`src/rtl/core/versioned_resource_id_parser_unit_macros.svh`:
```
// assertion helpers used by the rtl parser
`ifndef VERSIONED_RESOURCE_ID_PARSER_UNIT_MACROS_SVH
`define VERSIONED_RESOURCE_ID_PARSER_UNIT_MACROS_SVH

// same-cycle implication, checked on every rising clock edge outside reset
`define VRP_ASSERT(lbl, ante, cons) \
    lbl: assert property (@(posedge clk) disable iff (!rst_n) (ante) |-> (cons)) \
        else $error("vrp assertion failed");

// next-cycle implication
`define VRP_ASSERT_NEXT(lbl, ante, cons) \
    lbl: assert property (@(posedge clk) disable iff (!rst_n) (ante) |=> (cons)) \
        else $error("vrp assertion failed");

`endif

```
`src/rtl/core/vrp_pkg.sv`:
```
package vrp_pkg;

    // longest accepted name
    localparam int NAME_MAX   = 10;
    localparam int NAME_CNT_W = $clog2(NAME_MAX + 1);
    // fixed layout of the name fields on the result
    localparam int NAME_SLOTS = 10;

    // hex runs
    localparam int HEX_DIGITS = 7;
    localparam int POS_W      = 3;
    localparam int HASH_W     = 28;

    // characters
    localparam logic [7:0] CH_NUL     = 8'h00;
    localparam logic [7:0] CH_LOWER_A = 8'h61;
    localparam logic [7:0] CH_LOWER_F = 8'h66;
    localparam logic [7:0] CH_LOWER_Z = 8'h7a;
    localparam logic [7:0] CH_UPPER_A = 8'h41;
    localparam logic [7:0] CH_UPPER_F = 8'h46;
    localparam logic [7:0] CH_UPPER_Z = 8'h5a;
    localparam logic [7:0] CH_ZERO    = 8'h30;
    localparam logic [7:0] CH_NINE    = 8'h39;
    localparam logic [7:0] CH_UNDER   = 8'h5f;
    localparam logic [7:0] CH_VEE     = 8'h76;
    localparam logic [7:0] CH_SLASH   = 8'h2f;
    localparam logic [7:0] VERSION_RESET = 8'h33;

    // output tdata width, whole bytes
    localparam int OUT_BITS   = 4 + 64 + 16 + HASH_W + HASH_W + 1;
    localparam int OUT_DATA_W = ((OUT_BITS + 7) / 8) * 8;

    // parse phases
    typedef enum logic [9:0] {
        PH_NAME  = 10'b00_0000_0001,
        PH_HEX1  = 10'b00_0000_0010,
        PH_SEP1  = 10'b00_0000_0100,
        PH_HEX2  = 10'b00_0000_1000,
        PH_SEP2  = 10'b00_0001_0000,
        PH_VEE   = 10'b00_0010_0000,
        PH_VER   = 10'b00_0100_0000,
        PH_END   = 10'b00_1000_0000,
        PH_SLASH = 10'b01_0000_0000,
        PH_SUB   = 10'b10_0000_0000
    } phase_t;

    // one byte held in the input stage
    typedef struct packed {
        logic       valid;
        logic [7:0] ch;
    } byte_beat_t;

    // one finished result
    typedef struct packed {
        logic              ok;
        logic [3:0]        name_length;
        logic [63:0]       name_low;
        logic [15:0]       name_high;
        logic [HASH_W-1:0] hash_first;
        logic [HASH_W-1:0] hash_second;
        logic              has_subpath;
    } result_t;

    function automatic logic is_alnum(input logic [7:0] c);
        return (c >= CH_LOWER_A && c <= CH_LOWER_Z) ||
               (c >= CH_UPPER_A && c <= CH_UPPER_Z) ||
               (c >= CH_ZERO && c <= CH_NINE);
    endfunction

    // bit 4 set means not a hex digit
    function automatic logic [4:0] hex_value(input logic [7:0] c);
        logic [7:0] d;
        d = 8'h00;
        if (c >= CH_ZERO && c <= CH_NINE) begin
            d = c - CH_ZERO;
            return {1'b0, d[3:0]};
        end
        if (c >= CH_LOWER_A && c <= CH_LOWER_F) begin
            d = c - CH_LOWER_A + 8'd10;
            return {1'b0, d[3:0]};
        end
        if (c >= CH_UPPER_A && c <= CH_UPPER_F) begin
            d = c - CH_UPPER_A + 8'd10;
            return {1'b0, d[3:0]};
        end
        return 5'h10;
    endfunction

endpackage

```
`src/rtl/core/vrp_in_reg.sv`:
```
module vrp_in_reg
    import vrp_pkg::*;
(
    input  logic       clk,
    input  logic       rst_n,
    input  logic       s_axis_tvalid,
    output logic       s_axis_tready,
    input  logic [7:0] s_axis_tdata,   // [7:0] ch
    input  logic       advance,
    output byte_beat_t beat
);

    logic       valid_reg;
    logic       valid_next;
    logic [7:0] ch_reg;
    logic       take;

    // the stage frees up when its byte moves on to the parser
    assign s_axis_tready = !valid_reg || advance;
    assign take          = s_axis_tvalid && s_axis_tready;

    always_comb
    begin
        valid_next = valid_reg;
        if (take)
        begin
            valid_next = 1'b1;
        end
        else if (advance)
        begin
            valid_next = 1'b0;
        end
    end

    // valid flag
    always_ff @(posedge clk or negedge rst_n)
    begin
        if (!rst_n)
        begin
            valid_reg <= 1'b0;
        end
        else
        begin
            valid_reg <= valid_next;
        end
    end

    // byte payload
    always_ff @(posedge clk)
    begin
        if (take)
        begin
            ch_reg <= s_axis_tdata;
        end
    end

    assign beat.valid = valid_reg;
    assign beat.ch    = ch_reg;

endmodule

```
`src/rtl/core/vrp_parser.sv`:
```
`include "versioned_resource_id_parser_unit_macros.svh"

module vrp_parser
    import vrp_pkg::*;
(
    input  logic       clk,
    input  logic       rst_n,
    input  logic       step,
    input  logic [7:0] ch,
    input  logic [7:0] version_char,
    output result_t    res
);

    phase_t                phase_reg, phase_next;
    logic [POS_W-1:0]      pos_reg, pos_next;
    logic [NAME_CNT_W-1:0] name_count_reg, name_count_next;
    logic [7:0]            name_reg [NAME_MAX];
    logic [7:0]            name_next [NAME_MAX];
    logic [HASH_W-1:0]     first_reg, first_next;
    logic [HASH_W-1:0]     second_reg, second_next;
    logic                  error_reg, error_next;
    logic                  sub_reg, sub_next;
    logic [4:0]            hex;
    logic                  end_of_string;
    logic                  ok;
    logic [8*NAME_SLOTS-1:0] name_flat;

    assign hex           = hex_value(ch);
    assign end_of_string = (ch == CH_NUL);

    // per-byte state update
    always_comb
    begin
        phase_next      = phase_reg;
        pos_next        = pos_reg;
        name_count_next = name_count_reg;
        name_next       = name_reg;
        first_next      = first_reg;
        second_next     = second_reg;
        error_next      = error_reg;
        sub_next        = sub_reg;
        if (step && end_of_string)
        begin
            // rearm for the next string
            phase_next      = PH_NAME;
            pos_next        = '0;
            name_count_next = '0;
            for (int i = 0; i < NAME_MAX; i++)
            begin
                name_next[i] = 8'h00;
            end
            first_next  = '0;
            second_next = '0;
            error_next  = 1'b0;
            sub_next    = 1'b0;
        end
        else if (step && !error_reg)
        begin
            case (phase_reg)
                PH_NAME:
                begin
                    if (ch == CH_UNDER)
                    begin
                        if (name_count_reg == '0)
                        begin
                            error_next = 1'b1;
                        end
                        else
                        begin
                            phase_next = PH_HEX1;
                            pos_next   = '0;
                        end
                    end
                    else if (!is_alnum(ch) ||
                             name_count_reg >= NAME_CNT_W'(NAME_MAX))
                    begin
                        error_next = 1'b1;
                    end
                    else
                    begin
                        for (int i = 0; i < NAME_MAX; i++)
                        begin
                            if (name_count_reg == NAME_CNT_W'(i))
                            begin
                                name_next[i] = ch;
                            end
                        end
                        name_count_next = name_count_reg + 1'b1;
                    end
                end
                PH_HEX1, PH_HEX2:
                begin
                    if (hex[4])
                    begin
                        error_next = 1'b1;
                    end
                    else
                    begin
                        if (phase_reg == PH_HEX1)
                        begin
                            first_next = {first_reg[HASH_W-5:0], hex[3:0]};
                        end
                        else
                        begin
                            second_next = {second_reg[HASH_W-5:0], hex[3:0]};
                        end
                        // last digit of the run moves to the separator
                        if (pos_reg == POS_W'(HEX_DIGITS - 1))
                        begin
                            pos_next   = '0;
                            phase_next = (phase_reg == PH_HEX1) ? PH_SEP1 : PH_SEP2;
                        end
                        else
                        begin
                            pos_next = pos_reg + 1'b1;
                        end
                    end
                end
                PH_SEP1:
                begin
                    if (ch == CH_UNDER) phase_next = PH_HEX2;
                    else                error_next = 1'b1;
                end
                PH_SEP2:
                begin
                    if (ch == CH_UNDER) phase_next = PH_VEE;
                    else                error_next = 1'b1;
                end
                PH_VEE:
                begin
                    if (ch == CH_VEE) phase_next = PH_VER;
                    else              error_next = 1'b1;
                end
                PH_VER:
                begin
                    if (ch == version_char) phase_next = PH_END;
                    else                    error_next = 1'b1;
                end
                PH_END:
                begin
                    if (ch == CH_SLASH) phase_next = PH_SLASH;
                    else                error_next = 1'b1;
                end
                PH_SLASH:
                begin
                    sub_next   = 1'b1;
                    phase_next = PH_SUB;
                end
                PH_SUB:
                begin
                    phase_next = PH_SUB;
                end
                default:
                begin
                    error_next = 1'b1;
                end
            endcase
        end
    end

    // control state
    always_ff @(posedge clk or negedge rst_n)
    begin
        if (!rst_n)
        begin
            phase_reg      <= PH_NAME;
            pos_reg        <= '0;
            name_count_reg <= '0;
            error_reg      <= 1'b0;
            sub_reg        <= 1'b0;
            first_reg      <= '0;
            second_reg     <= '0;
            for (int i = 0; i < NAME_MAX; i++)
            begin
                name_reg[i] <= 8'h00;
            end
        end
        else
        begin
            phase_reg      <= phase_next;
            pos_reg        <= pos_next;
            name_count_reg <= name_count_next;
            error_reg      <= error_next;
            sub_reg        <= sub_next;
            first_reg      <= first_next;
            second_reg     <= second_next;
            name_reg       <= name_next;
        end
    end

    // name bytes laid out for the result, unused slots zero
    always_comb
    begin
        name_flat = '0;
        for (int i = 0; i < NAME_MAX; i++)
        begin
            name_flat[8*i +: 8] = name_reg[i];
        end
    end

    // result for the terminating byte, all zero on failure
    assign ok = !error_reg && (phase_reg == PH_END || phase_reg == PH_SUB);

    always_comb
    begin
        res = '0;
        if (ok)
        begin
            res.ok          = 1'b1;
            res.name_length = 4'(name_count_reg);
            res.name_low    = name_flat[63:0];
            res.name_high   = name_flat[79:64];
            res.hash_first  = first_reg;
            res.hash_second = second_reg;
            res.has_subpath = sub_reg;
        end
    end

    // checks
    `VRP_ASSERT(a_name_count_range, 1'b1, name_count_reg <= NAME_CNT_W'(NAME_MAX))
    `VRP_ASSERT(a_pos_range, 1'b1, pos_reg < POS_W'(HEX_DIGITS))
    `VRP_ASSERT_NEXT(a_error_sticky, error_reg && !(step && end_of_string), error_reg)
    `VRP_ASSERT_NEXT(a_rearm, step && end_of_string, phase_reg == PH_NAME && !error_reg && name_count_reg == '0 && !sub_reg)
    `VRP_ASSERT(a_fail_zero, !ok, res.name_low == '0 && res.hash_first == '0 && res.hash_second == '0 && !res.has_subpath)

endmodule

```
`src/rtl/core/versioned_resource_id_parser_unit.sv`:
```
// a NUL beat passes the input register, then the output register, before it shows as a result beat
// one input byte per cycle unless a NUL waits on a full output; the parser steps once per byte
// output register and input register let a new byte enter while a result waits
// reset (rst_n low, asynchronous): parse state cleared, version char set to '3'
module versioned_resource_id_parser_unit
    import vrp_pkg::*;
(
    input  logic                  clk,
    input  logic                  rst_n,
    input  logic                  s_axis_tvalid,
    output logic                  s_axis_tready,
    input  logic [7:0]            s_axis_tdata,   // [7:0] ch
    output logic                  m_axis_tvalid,
    input  logic                  m_axis_tready,
    output logic [OUT_DATA_W-1:0] m_axis_tdata,   // [3:0] name_length, [67:4] name_low,
                                                  // [83:68] name_high, [111:84] hash_first,
                                                  // [139:112] hash_second, [140] has_subpath
    output logic                  m_axis_tuser,   // [0] ok
    input  logic                  cfg_valid,
    output logic                  cfg_ready,
    input  logic [7:0]            cfg_data
);

    byte_beat_t beat;
    logic       advance;
    logic       load_out;
    result_t    res;
    logic [7:0] version_reg;
    logic       out_valid_reg, out_valid_next;
    result_t    out_reg;

    // version register write
    assign cfg_ready = 1'b1;

    always_ff @(posedge clk or negedge rst_n)
    begin
        if (!rst_n)
        begin
            version_reg <= VERSION_RESET;
        end
        else if (cfg_valid && cfg_ready)
        begin
            version_reg <= cfg_data;
        end
    end

    // a byte moves on unless it is a terminator facing a full output
    assign advance  = beat.valid &&
                      (beat.ch != CH_NUL || !out_valid_reg || m_axis_tready);
    assign load_out = advance && (beat.ch == CH_NUL);

    vrp_in_reg u_in_reg (
        .clk           (clk),
        .rst_n         (rst_n),
        .s_axis_tvalid (s_axis_tvalid),
        .s_axis_tready (s_axis_tready),
        .s_axis_tdata  (s_axis_tdata),
        .advance       (advance),
        .beat          (beat)
    );

    vrp_parser u_parser (
        .clk          (clk),
        .rst_n        (rst_n),
        .step         (advance),
        .ch           (beat.ch),
        .version_char (version_reg),
        .res          (res)
    );

    // output register
    always_comb
    begin
        out_valid_next = out_valid_reg;
        if (load_out)
        begin
            out_valid_next = 1'b1;
        end
        else if (m_axis_tready)
        begin
            out_valid_next = 1'b0;
        end
    end

    always_ff @(posedge clk or negedge rst_n)
    begin
        if (!rst_n)
        begin
            out_valid_reg <= 1'b0;
        end
        else
        begin
            out_valid_reg <= out_valid_next;
        end
    end

    always_ff @(posedge clk)
    begin
        if (load_out)
        begin
            out_reg <= res;
        end
    end

    // result beat packing
    assign m_axis_tvalid = out_valid_reg;
    assign m_axis_tuser  = out_reg.ok;
    assign m_axis_tdata  = {
        (OUT_DATA_W - OUT_BITS)'(0),
        out_reg.has_subpath,
        out_reg.hash_second,
        out_reg.hash_first,
        out_reg.name_high,
        out_reg.name_low,
        out_reg.name_length
    };

endmodule

```
`config.mk`:
```
export PLATFORM = sky130hd
export DESIGN_NAME = versioned_resource_id_parser_unit
export DESIGN_NICKNAME = d
export VERILOG_FILES = /design/src/rtl/core/vrp_pkg.sv /design/src/rtl/core/vrp_in_reg.sv /design/src/rtl/core/vrp_parser.sv /design/src/rtl/core/versioned_resource_id_parser_unit.sv
export VERILOG_INCLUDE_DIRS = /design/src /design/src/rtl/core
export SDC_FILE = /design/constraint.sdc
export NUM_CORES = 1
export LEC_CHECK = 0
export BUFFER_PORTS_ARGS = -buffer_cell sky130_fd_sc_hd__buf_2
export CORE_ASPECT_RATIO = 1.75
export CORE_MARGIN = 1.5
export CORE_UTILIZATION = 55
export CTS_CLUSTER_DIAMETER = 200
export DETAILED_ROUTE_END_ITERATION = 10
export GPL_TIMING_DRIVEN = 1
export HOLD_SLACK_MARGIN = 0.05
export MAX_ROUTING_LAYER = met4
export PLACE_DENSITY = 0.84
export SLEW_MARGIN = 5
export SYNTH_ARGS = -nofsm -noshare
export SYNTH_HDL_FRONTEND = slang
export SYNTH_SLANG_ARGS = --single-unit
```
`constraint.sdc`:
```
create_clock -name clk -period 8.1 [get_ports clk]
set_input_delay 1.62 -clock clk [delete_from_list [all_inputs] [get_ports clk]]
set_output_delay 1.62 -clock clk [all_outputs]
set_load 0.02 [all_outputs]
```
==> impl_metrics.toml <==
[power_and_ir_drop]
p_total_mw = 3.15
p_leak_nw = 7.10
p_per_area_mw_per_mm2 = 213
ir_worst_vdd_uv = 222

[clocking]
postCtsSetupRepairBufs = 0
cts_buffers = 27
cts_buffer_depth = 3
clock-sinks = 315
cts_tree = "built"
clkLatencyLatePin_ns = 0.55
cts-root-buf = "clkbuf_16"
clk_pin_slew_ns = 0.07
htreeDepth = 1
cts_hold_buf = 0
cts-resized-gates = 0

[sta]
period_needed_ns = 4.31
final-max-slew-violation-count = 0
fin_crit_sh = 0.532
hold-worst-slack_ns = 0.482
maxSlewHeadroom = 0.353
worst_slew_pin_slew_ns = 0.967
final_hold_viol_count = 0
postLayoutSetupSlackWorst_ns = 3.79
rsz0062_at_grt = "no"
clock_skew_ns = 0.0177
max_freq_mhz = 232
fin_tns_setup_ns = 0
setup_violations = 0

[synthesis]
synth_edf_count = 150
ys_async_sr_fraction = 0.524
ys_seq_elements = 315
synth_area_mm2 = 0.0129
syn_avg_cell_area_um2 = 13.8
ys.flop_type = "dfrtp_1"
synth_cell_types = 67
yosysWarnings = 0
syn_inst = 935
synthTopCellsByArea = "edfxtp_1 (35%), dfrtp_1 (31%), and2_1 (6.4%)"
synth_top_area_cell = "edfxtp_1"
ys_seq_area_frac = 0.669
yosysTopAreaCellShare = 0.349

[routing]
antenna_left = 0
wl_mm = 27.1
num_vias = 7698
drt_iter0_markers = 628
drcViolationCount = 0
routedWlPerCell_um = 19.3
detail_route.vias_per_cell = 5.48
drt_first_pass_iters = 4

[layout]
drive_gt1_frac = 0.257
fin_nets = 1108
n_fill_cell = 1706
multiInputGateArea_mm2 = 0.00390
diodes = 0
largest_reg_flops = 141
post-route-util = 0.637
regArea_mm2 = 0.00864
area_delta_synth_final_pct = 14.6

[die]
pin_count = 169
core-area_mm2 = 0.0232
initial_utilization = 0.556
dieWidth_um = 119
dieArea_mm2 = 0.0244
fp.dieH_um = 206
rows = 74

[worst_setup_path]
cp_max_fo = 7
cp.arrival_ns = 2.69
max_stage_delay_ns = 0.53
slowest_stage = "edfxtp_1"
worstPathCellList = "inv_1 > ha_1 > nor4b_2 > nand2_1 > or3_1 > buf_2"
required_ns = 6.48
endpoint_kind = "output port"
rrSetupSlack_ns = 4.25
crit_buf_inv = 2
startpoint_type = "flip-flop"
critical-path-top-delay-family = "simple AND/OR/NAND/NOR gates"
critical_path_class = "flip-flop to output port"

[placed_design]
hpwlAfterDp_mm = 17.8
gp_routability_congestion = 0.881
pre_cts_ws_ns = 3.75
port-buffer-count = 164

[worst_hold_path]
hp-class = "flip-flop to flip-flop"

[global_routing]
grt_remaining_overflow = 0
grt_pass1_vias = 8025
grt_max_degree = 105
grt_busiest_layer = "met2"
use_met3 = 0.0327
antenna_found_initial = 0
grt_usage = 0.232
grtUsageMet1 = 0.264
grt_first_pass_wirelength_mm = 42.8
grt_util_met2 = 0.407

[run]
maxCapViolCount = 0

[outcome]
status = "finished clean"
==> power by group <==
part           switching (mW)  internal (mW)
registers              0.0442           1.70
logic                  0.0608         0.0399
clock network           0.556          0.742
total                   0.661           2.49
==> metal layers <==
layer | wire, um | vias up
met5 | 0 | -
met4 | 1120 | 0
met3 | 1240 | 61
met2 | 14400 | 232
met1 | 10300 | 3852
li1 | - | 3553
==> cells in the mapped netlist (3+ instances only) <==
cell,number
mux2i_1,53
inv_1,25
a21o_1,13
o21ai_0,5
a32o_1,3
nor4_1,8
nand2b_1,3
nand2_1,16
edfxtp_1,150
nand3_1,19
buf_1,4
mux2_4,3
nor3_1,21
mux2_1,23
xor2_1,12
dfstp_2,5
o31ai_1,6
or3_1,3
buf_2,14
buf_6,6
and3_1,7
a211oi_1,4
clkbuf_1,30
nor2b_1,3
mux2_2,48
a21oi_1,9
nand4_1,6
dfrtp_1,160
buf_4,4
o21ai_1,12
and2_1,132
xnor2_1,3
nor2_1,75
ha_1,8
==> cells by family (layout without fill, tap and decap cells) <==
| logic type | Yosys count | count (layout) | synth area share |
|---|---|---|---|
| fa+ha+maj | 8 | 8 | 0.00775 |
| simple gates | 317 | 317 | 0.139 |
| mux | 127 | 127 | 0.106 |
| buf+inv | 84 | 247 | 0.0304 |
| compound gates | 67 | 67 | 0.0364 |
| flops | 315 | 315 | 0.669 |
| other cells | 2 | 4 | 0.000581 |
| xor+xnor | 15 | 15 | 0.0102 |
==> area by class of cell <==
type | instances | share of cell area
Sequential cell | 315 | 0.584
Multi-Input combinational cell | 538 | 0.263
Timing Repair Buffer | 171 | 0.0594
Clock buffer | 37 | 0.0502
Tap cell | 304 | 0.0257
Clock inverter | 13 | 0.0104
Inverter | 26 | 0.00710
==> layout by cell type (no fill, tap or decap), types with 8 or more instances in the layout <==
| cell type | Yosys | layout |
|---|---|---|
| nand2_1 | 16 | 16 |
| nor4_1 | 8 | 8 |
| mux2i_1 | 53 | 53 |
| mux2_1 | 23 | 23 |
| nor3_1 | 21 | 21 |
| a21o_1 | 13 | 13 |
| ha_1 | 8 | 8 |
| xor2_1 | 12 | 12 |
| buf_2 | 14 | 163 |
| nor2_1 | 75 | 74 |
| a21oi_1 | 9 | 9 |
| mux2_2 | 48 | 48 |
| clkbuf_16 | 0 | 27 |
| o21ai_1 | 12 | 12 |
| and2_1 | 132 | 132 |
| inv_1 | 25 | 25 |
| dfrtp_1 | 160 | 160 |
| edfxtp_1 | 150 | 150 |
| nand3_1 | 19 | 19 |
==> metrics by stage <==
stage                     area (um2)  cells
after floorplan                12900    937
after global placement         13900   1354
after detailed placement       13900   1354
after CTS                      14800   1404
after global routing           14800   1404
final                          14800   1404
==> path summary, 6_finish.rpt <==
check | from | endpoint | cells after the start
setup / recovery | u_in_reg.ch_reg[0] | s_axis_tready | 6
hold / removal | u_parser.name_flat[34] | u_parser.name_flat[34] | 1
setup reg to reg | u_in_reg.ch_reg[0] | u_parser.name_flat[59] | 8
hold reg to reg | u_parser.name_flat[34] | u_parser.name_flat[34] | 1
max in group asynchronous | rst_n | u_parser.name_flat[10] | 2
min in group asynchronous | rst_n | version_reg[7] | 1
Power figures use the tool's default switching activity.
